--- config.mk ---
export PLATFORM = sky130hd
export DESIGN_NAME = monf_core
export DESIGN_NICKNAME = d
export VERILOG_FILES = /design/src/rtl/monf_pkg.sv /design/src/rtl/monf_axis.sv /design/src/rtl/monf_core.sv
export SDC_FILE = /design/constraint.sdc
export NUM_CORES = 1
export LEC_CHECK = 0
export BUFFER_PORTS_ARGS = -buffer_cell sky130_fd_sc_hd__buf_2
export CAP_MARGIN = 20
export CORE_MARGIN = 2
export CORE_UTILIZATION = 50
export DETAILED_ROUTE_END_ITERATION = 10
export PLACE_DENSITY = 0.75
export SYNTH_ARGS = -nofsm -noshare
export SYNTH_HDL_FRONTEND = slang
export SYNTH_SLANG_ARGS = --single-unit
--- constraint.sdc ---
create_clock -name vclk -period 5.9
set_clock_uncertainty 0.15 [all_clocks]
set_input_delay 0.59 -clock vclk [all_inputs]
set_output_delay 0.59 -clock vclk [all_outputs]
set_load 0.005 [all_outputs]
--- src/rtl/monf_pkg.sv ---
// Package: widths, codes, axis masks and direction table for the Morton neighbor finder.
`default_nettype none

package monf_pkg;

    localparam int C_CODE_W    = 57;
    localparam int C_DEPTH_W   = 5;
    localparam int C_DIR_W     = 5;
    localparam int C_STATUS_W  = 3;
    localparam int C_SHIFT_W   = 7;
    localparam int C_MAX_DEPTH = 19;
    localparam int C_NUM_DIRS  = 26;

    localparam logic [C_DEPTH_W-1:0] C_TREE_DEPTH_RST = C_DEPTH_W'(19);
    localparam logic [C_DEPTH_W-1:0] C_DEPTH_LIMIT    = C_DEPTH_W'(C_MAX_DEPTH);

    localparam logic [C_CODE_W-1:0] C_CODE_ONES = {C_CODE_W{1'b1}};
    localparam logic [C_CODE_W-1:0] C_AXIS_X =
        57'b001001001001001001001001001001001001001001001001001001001;
    localparam logic [C_CODE_W-1:0] C_AXIS_Y =
        57'b010010010010010010010010010010010010010010010010010010010;
    localparam logic [C_CODE_W-1:0] C_AXIS_Z =
        57'b100100100100100100100100100100100100100100100100100100100;
    localparam logic [C_CODE_W-1:0] C_UNIT_X = C_CODE_W'(1);
    localparam logic [C_CODE_W-1:0] C_UNIT_Y = C_CODE_W'(2);
    localparam logic [C_CODE_W-1:0] C_UNIT_Z = C_CODE_W'(4);

    typedef enum logic [C_STATUS_W-1:0] {
        ST_FOUND   = 3'd0,
        ST_DEPTH   = 3'd1,
        ST_ROOT    = 3'd2,
        ST_OUTSIDE = 3'd3,
        ST_BAD_DIR = 3'd4
    } t_status;

    typedef enum logic [1:0] {
        STEP_NONE,
        STEP_INC,
        STEP_DEC
    } t_step;

    typedef struct packed {
        t_step x;
        t_step y;
        t_step z;
    } t_move;

    typedef enum logic [C_DIR_W-1:0] {
        DIR_BSW, DIR_BW, DIR_BNW, DIR_BN, DIR_B, DIR_BS, DIR_BSE, DIR_BE, DIR_BNE,
        DIR_SW, DIR_W, DIR_NW, DIR_N, DIR_S, DIR_SE, DIR_E, DIR_NE,
        DIR_ASW, DIR_AW, DIR_ANW, DIR_AN, DIR_A, DIR_AS, DIR_ASE, DIR_AE, DIR_ANE
    } t_dir;

    function automatic t_move dir_move(input logic [C_DIR_W-1:0] dir);
        t_move mv;
        mv = '{STEP_NONE, STEP_NONE, STEP_NONE};
        unique case (t_dir'(dir))
            DIR_BSW: mv = '{STEP_DEC,  STEP_DEC,  STEP_DEC};
            DIR_BW:  mv = '{STEP_DEC,  STEP_DEC,  STEP_NONE};
            DIR_BNW: mv = '{STEP_DEC,  STEP_DEC,  STEP_INC};
            DIR_BN:  mv = '{STEP_NONE, STEP_DEC,  STEP_INC};
            DIR_B:   mv = '{STEP_NONE, STEP_DEC,  STEP_NONE};
            DIR_BS:  mv = '{STEP_NONE, STEP_DEC,  STEP_DEC};
            DIR_BSE: mv = '{STEP_INC,  STEP_DEC,  STEP_DEC};
            DIR_BE:  mv = '{STEP_INC,  STEP_DEC,  STEP_NONE};
            DIR_BNE: mv = '{STEP_INC,  STEP_DEC,  STEP_INC};
            DIR_SW:  mv = '{STEP_DEC,  STEP_NONE, STEP_DEC};
            DIR_W:   mv = '{STEP_DEC,  STEP_NONE, STEP_NONE};
            DIR_NW:  mv = '{STEP_DEC,  STEP_NONE, STEP_INC};
            DIR_N:   mv = '{STEP_NONE, STEP_NONE, STEP_INC};
            DIR_S:   mv = '{STEP_NONE, STEP_NONE, STEP_DEC};
            DIR_SE:  mv = '{STEP_INC,  STEP_NONE, STEP_DEC};
            DIR_E:   mv = '{STEP_INC,  STEP_NONE, STEP_NONE};
            DIR_NE:  mv = '{STEP_INC,  STEP_NONE, STEP_INC};
            DIR_ASW: mv = '{STEP_DEC,  STEP_INC,  STEP_DEC};
            DIR_AW:  mv = '{STEP_DEC,  STEP_INC,  STEP_NONE};
            DIR_ANW: mv = '{STEP_DEC,  STEP_INC,  STEP_INC};
            DIR_AN:  mv = '{STEP_NONE, STEP_INC,  STEP_INC};
            DIR_A:   mv = '{STEP_NONE, STEP_INC,  STEP_NONE};
            DIR_AS:  mv = '{STEP_NONE, STEP_INC,  STEP_DEC};
            DIR_ASE: mv = '{STEP_INC,  STEP_INC,  STEP_DEC};
            DIR_AE:  mv = '{STEP_INC,  STEP_INC,  STEP_NONE};
            DIR_ANE: mv = '{STEP_INC,  STEP_INC,  STEP_INC};
            default: mv = '{STEP_NONE, STEP_NONE, STEP_NONE};
        endcase
        return mv;
    endfunction

endpackage

`default_nettype wire

--- src/rtl/monf_axis.sv ---
// Masked dilated-integer step of one axis of a Morton code.
`default_nettype none

module monf_axis import monf_pkg::*; (
    input  logic [C_CODE_W-1:0] i_code,
    input  logic [C_CODE_W-1:0] i_mask,
    input  logic [C_CODE_W-1:0] i_unit,
    input  t_step               i_step,
    output logic [C_CODE_W-1:0] o_bits,
    output logic                o_outside
);

    logic [C_CODE_W-1:0] part;
    logic [C_CODE_W-1:0] inc_bits;
    logic [C_CODE_W-1:0] dec_bits;

    assign part     = i_code & i_mask;
    assign inc_bits = ((i_code | ~i_mask) + i_unit) & i_mask;
    assign dec_bits = (part - i_unit) & i_mask;

    always_comb begin
        unique case (i_step)
            STEP_INC: begin
                o_bits    = inc_bits;
                o_outside = (part == i_mask);
            end
            STEP_DEC: begin
                o_bits    = dec_bits;
                o_outside = (part == '0);
            end
            default: begin
                o_bits    = part;
                o_outside = 1'b0;
            end
        endcase
    end

endmodule

`default_nettype wire

--- src/rtl/monf_core.sv ---
// Neighbor code and status for one registered query item.
`default_nettype none

module monf_core import monf_pkg::*; (
    input  logic [C_CODE_W-1:0]   i_code,
    input  logic [C_DEPTH_W-1:0]  i_depth,
    input  logic [C_DIR_W-1:0]    i_dir,
    input  logic [C_DEPTH_W-1:0]  i_tree_depth,
    output logic [C_CODE_W-1:0]   o_code,
    output t_status               o_status
);

    logic [C_DEPTH_W-1:0] limit;
    logic [C_SHIFT_W-1:0] shamt;
    logic [C_CODE_W-1:0]  width_mask;
    logic [C_CODE_W-1:0]  code_m;
    logic [C_CODE_W-1:0]  bits_x;
    logic [C_CODE_W-1:0]  bits_y;
    logic [C_CODE_W-1:0]  bits_z;
    logic                 out_x;
    logic                 out_y;
    logic                 out_z;
    t_move                mv;

    assign limit      = (i_tree_depth > C_DEPTH_LIMIT) ? C_DEPTH_LIMIT : i_tree_depth;
    assign shamt      = C_SHIFT_W'(i_depth) * C_SHIFT_W'(3);
    assign width_mask = ~(C_CODE_ONES << shamt);
    assign code_m     = i_code & width_mask;
    assign mv         = dir_move(i_dir);

    monf_axis u_axis_x (
        .i_code    (code_m),
        .i_mask    (C_AXIS_X & width_mask),
        .i_unit    (C_UNIT_X),
        .i_step    (mv.x),
        .o_bits    (bits_x),
        .o_outside (out_x)
    );

    monf_axis u_axis_y (
        .i_code    (code_m),
        .i_mask    (C_AXIS_Y & width_mask),
        .i_unit    (C_UNIT_Y),
        .i_step    (mv.y),
        .o_bits    (bits_y),
        .o_outside (out_y)
    );

    monf_axis u_axis_z (
        .i_code    (code_m),
        .i_mask    (C_AXIS_Z & width_mask),
        .i_unit    (C_UNIT_Z),
        .i_step    (mv.z),
        .o_bits    (bits_z),
        .o_outside (out_z)
    );

    always_comb begin
        o_code = '0;
        priority if (i_depth > limit) begin
            o_status = ST_DEPTH;
        end else if (i_depth == '0) begin
            o_status = ST_ROOT;
        end else if (i_dir >= C_DIR_W'(C_NUM_DIRS)) begin
            o_status = ST_BAD_DIR;
        end else if (out_x || out_y || out_z) begin
            o_status = ST_OUTSIDE;
        end else begin
            o_status = ST_FOUND;
            o_code   = bits_x | bits_y | bits_z;
        end
    end

endmodule

`default_nettype wire

==> parameters.txt <==
Parameter                              Value

Worst setup path
  Crit path max-delay cell type ... ha_1
  Worst Setup Path Type ... primary input to output port
  Crit path required time ... 5.16 ns
  Worst-path fanout max ... 17
  Delay of the slowest critical-path stage ... 0.59 ns
  Critical path, cell by cell ... buf_2 -> inv_1 -> ha_1 -> nor2b_4 -> o21ai_1 -> and3_1 -> buf_4 -> buf_4 -> a21o_1 -> nand4_1 -> nor4_1 -> a32o_1 -> a211o_1 -> or4_4 -> buf_12 -> a211oi_1 -> buf_2
  Gate family responsible for the most delay along the worst path ... simple AND/OR/NAND/NOR gates
  Worst setup EP type ... output port
  Crit path arrival time ... 5.01 ns
  Buffer and inverter count on the worst path ... 6
  Element type at the critical path start ... primary input

Drt
  Routed WL per cell ... 19.4 µm
  DRC ... 0
  Pre-antenna DRT Iters ... 5
  Vias ... 7524
  Total detailed-routing wirelength ... 22.3 mm
  Antenna Nets Post-Route ... 0
  Per-cell via count in the routed design ... 6.54
  DRC marker count from the first detailed-route iteration ... 930

Power and ir drop
  Sequential Power Share ... 0%
  Power density cells ... 136 mW/mm²
  Cell internal pwr ... 335 µW
  Switching component of the power ... 558 µW
  Share of power burned in the clock network ... 0%
  Final Total Pwr ... 893 µW
  Leak pwr ... 2.65 nW
  Logic pwr share ... 100.0%
  Switching Share ... 62.5%
  Largest voltage drop on the vdd net ... 0.0763 mV

Timing
  Fin. Hold Viols ... 0
  Part of the cycle the worst path needs ... 97.4%
  Final setup violation count ... 0
  Unrepaired setup endpoints after global routing ... false
  Total count of max-transition violations in the final report ... 0
  Max-slew headroom ... 59.4%
  Period minus WS final ... 5.75 ns
  Worst slew pin tran ... 0.604 ns
  Highest clock frequency the design can meet ... 0.174 GHz
  Sum of negative setup slack ... 0 ns

Floorplan
  Top-level I/O count ... 132
  Height of the die ... 109 µm
  Core area ... 0.0108 mm²
  Die X ... 109 µm
  Die Area ... 0.0119 mm²
  Number of rows in the core area ... 38
  Initial cell density of the core ... 51.1%

Status
  Outcome ... finished, final reports clean

Logic synthesis
  Cell types with the largest area share after synthesis ... ha_1, a21oi_1, nor2_1
  Count of synthesis-stage warnings from yosys ... 0
  Cell area after synthesis ... 0.00552 mm²
  Unique masters post-synth ... 82
  Area share of the largest cell type after synthesis ... 8.16%
  Cell type with the highest aggregate area in the netlist ... ha_1
  Average footprint of a synthesized cell ... 6.35 µm²
  Most common cell in the netlist ... nor2_1
  Cell count after synthesis ... 870
  Portion of the post-synthesis area used by sequential elements ... 0%
  Synth Net Count ... 979
  Most instantiated cells after synthesis ... nor2_1, nand2_1, a21oi_1

Hold path
  Worst hold-check path type ... primary input to output port
  Hold worst-path end ... o_code[41]
  WHS Path Cells ... 4
  Start point of the worst hold path ... i_code[41]

Layout
  Finished layout cell area ... 0.00659 mm²
  Area taken by flip-flops and latches ... 0 µm²
  Layout clock buffer count ... 0
  Fraction of layout cells with a size suffix above 1 ... 24.3%
  Number of inserted diodes ... 0
  Post-layout net count ... 1121
  Count of sequential standard cells ... 0
  Area added between synthesis and finish ... 19.4%

Place
  Total half-perimeter wirelength after legalization and detailed placement ... 18.0 mm
  Number of buffers added on ports ... 132
  GPL Wtd Cong ... 1.08
  Placed Instance Area ... 0.00658 mm²

Global route
  Maximum number of pins on one net before global-route repair ... 25
  Global-route wire length before repair ... 35.0 mm
  Number of global-route vias before repair ... 6694
  Aggregate global routing overflow ... 0
  Total track usage ... 36.8%
  Number of antenna violations at the first check in global routing ... 0

Job
  Maximum Capacitance Violations ... 0

Clocking
  Post-CTS setup repair buffer count ... 0
  Hold Buf Count CTS ... 0
-- placed cells by master, fill, tap and decap left out, types with 9 or more instances in the layout --
master	instances
buf_2	132
nor2_1	98
nand2_1	80
a21oi_1	75
buf_4	61
o21ai_0	48
xnor2_1	39
ha_1	36
inv_1	34
nor3_1	33
nand3_1	28
a211oi_1	25
nor3_2	23
nand4_1	21
nor2b_1	20
a31oi_1	16
o22ai_1	13
nand2b_1	13
o21a_1	12
o211ai_1	12
nor3b_1	10
and2_1	9
o31ai_1	9
o21bai_1	9
-- stage by stage --
stage	setup slack, ns	hold WS, ns	utilization, %	instances
detailed placement	0.208	1.41	61.0	1150
CTS	0.198	1.41	61.0	1150
finish	0.155	1.41	61.0	1150
global route	0.0173	1.43	61.0	1150
global placement	0.280	1.40	61.0	1150
floorplan	0.642	1.14	-	870
-- what timing repair did --
item                                    4_1_cts  5_1_grt
endpoints found under the hold margin         0        0
gates resized for setup                       0        2
endpoints found under the setup margin        0       58
-- kinds of logic after synthesis --
logic type | synth area share, %
buf+inv | 7.73
fa+ha+maj | 8.52
compound gates | 38.1
simple gates | 37.1
mux | 0.544
xor+xnor | 7.91
-- cell type report --
type / instances / area, µm²
tap: 140 / 175
multi-input combinational: 779 / 5100
inverter: 35 / 131
timing repair buffer: 196 / 1180
fill: 1073 / 4200
-- worst max-delay path by stage --
stage	start	end	slack [ns]	cells past startpoint
after global routing	i_depth[2]	o_code[8]	0.02	17
after global placement	i_depth[1]	o_code[8]	0.28	18
after floorplan	i_depth[0]	o_code[52]	0.64	22
after CTS	i_depth[1]	o_code[1]	0.20	16
final	i_depth[2]	o_code[8]	0.15	17
after detailed placement	i_depth[1]	o_code[8]	0.21	18
-- power by group through the flow --
stage | Clock, mW | Sequential [mW] | Combinational, mW
6_report | 0 | 0 | 0.893
2_1_floorplan | 0 | 0 | 0.549
3_3_place_gp | 0 | 0 | 0.860
3_5_place_dp | 0 | 0 | 0.861
4_1_cts | 0 | 0 | 0.865
5_1_grt | 0 | 0 | 0.964
-- routing by layer --
metal | track usage [%] | routed length, µm | vias up
li1 | - | - | 3546
met1 | 51.4 | 9360 | 3431
met2 | 59.1 | 9780 | 486
met3 | 4.90 | 2440 | 61
met4 | 9.52 | 702 | 0
met5 | 0 | 0 | -
Note: power is estimated with default switching activity, not from simulation.
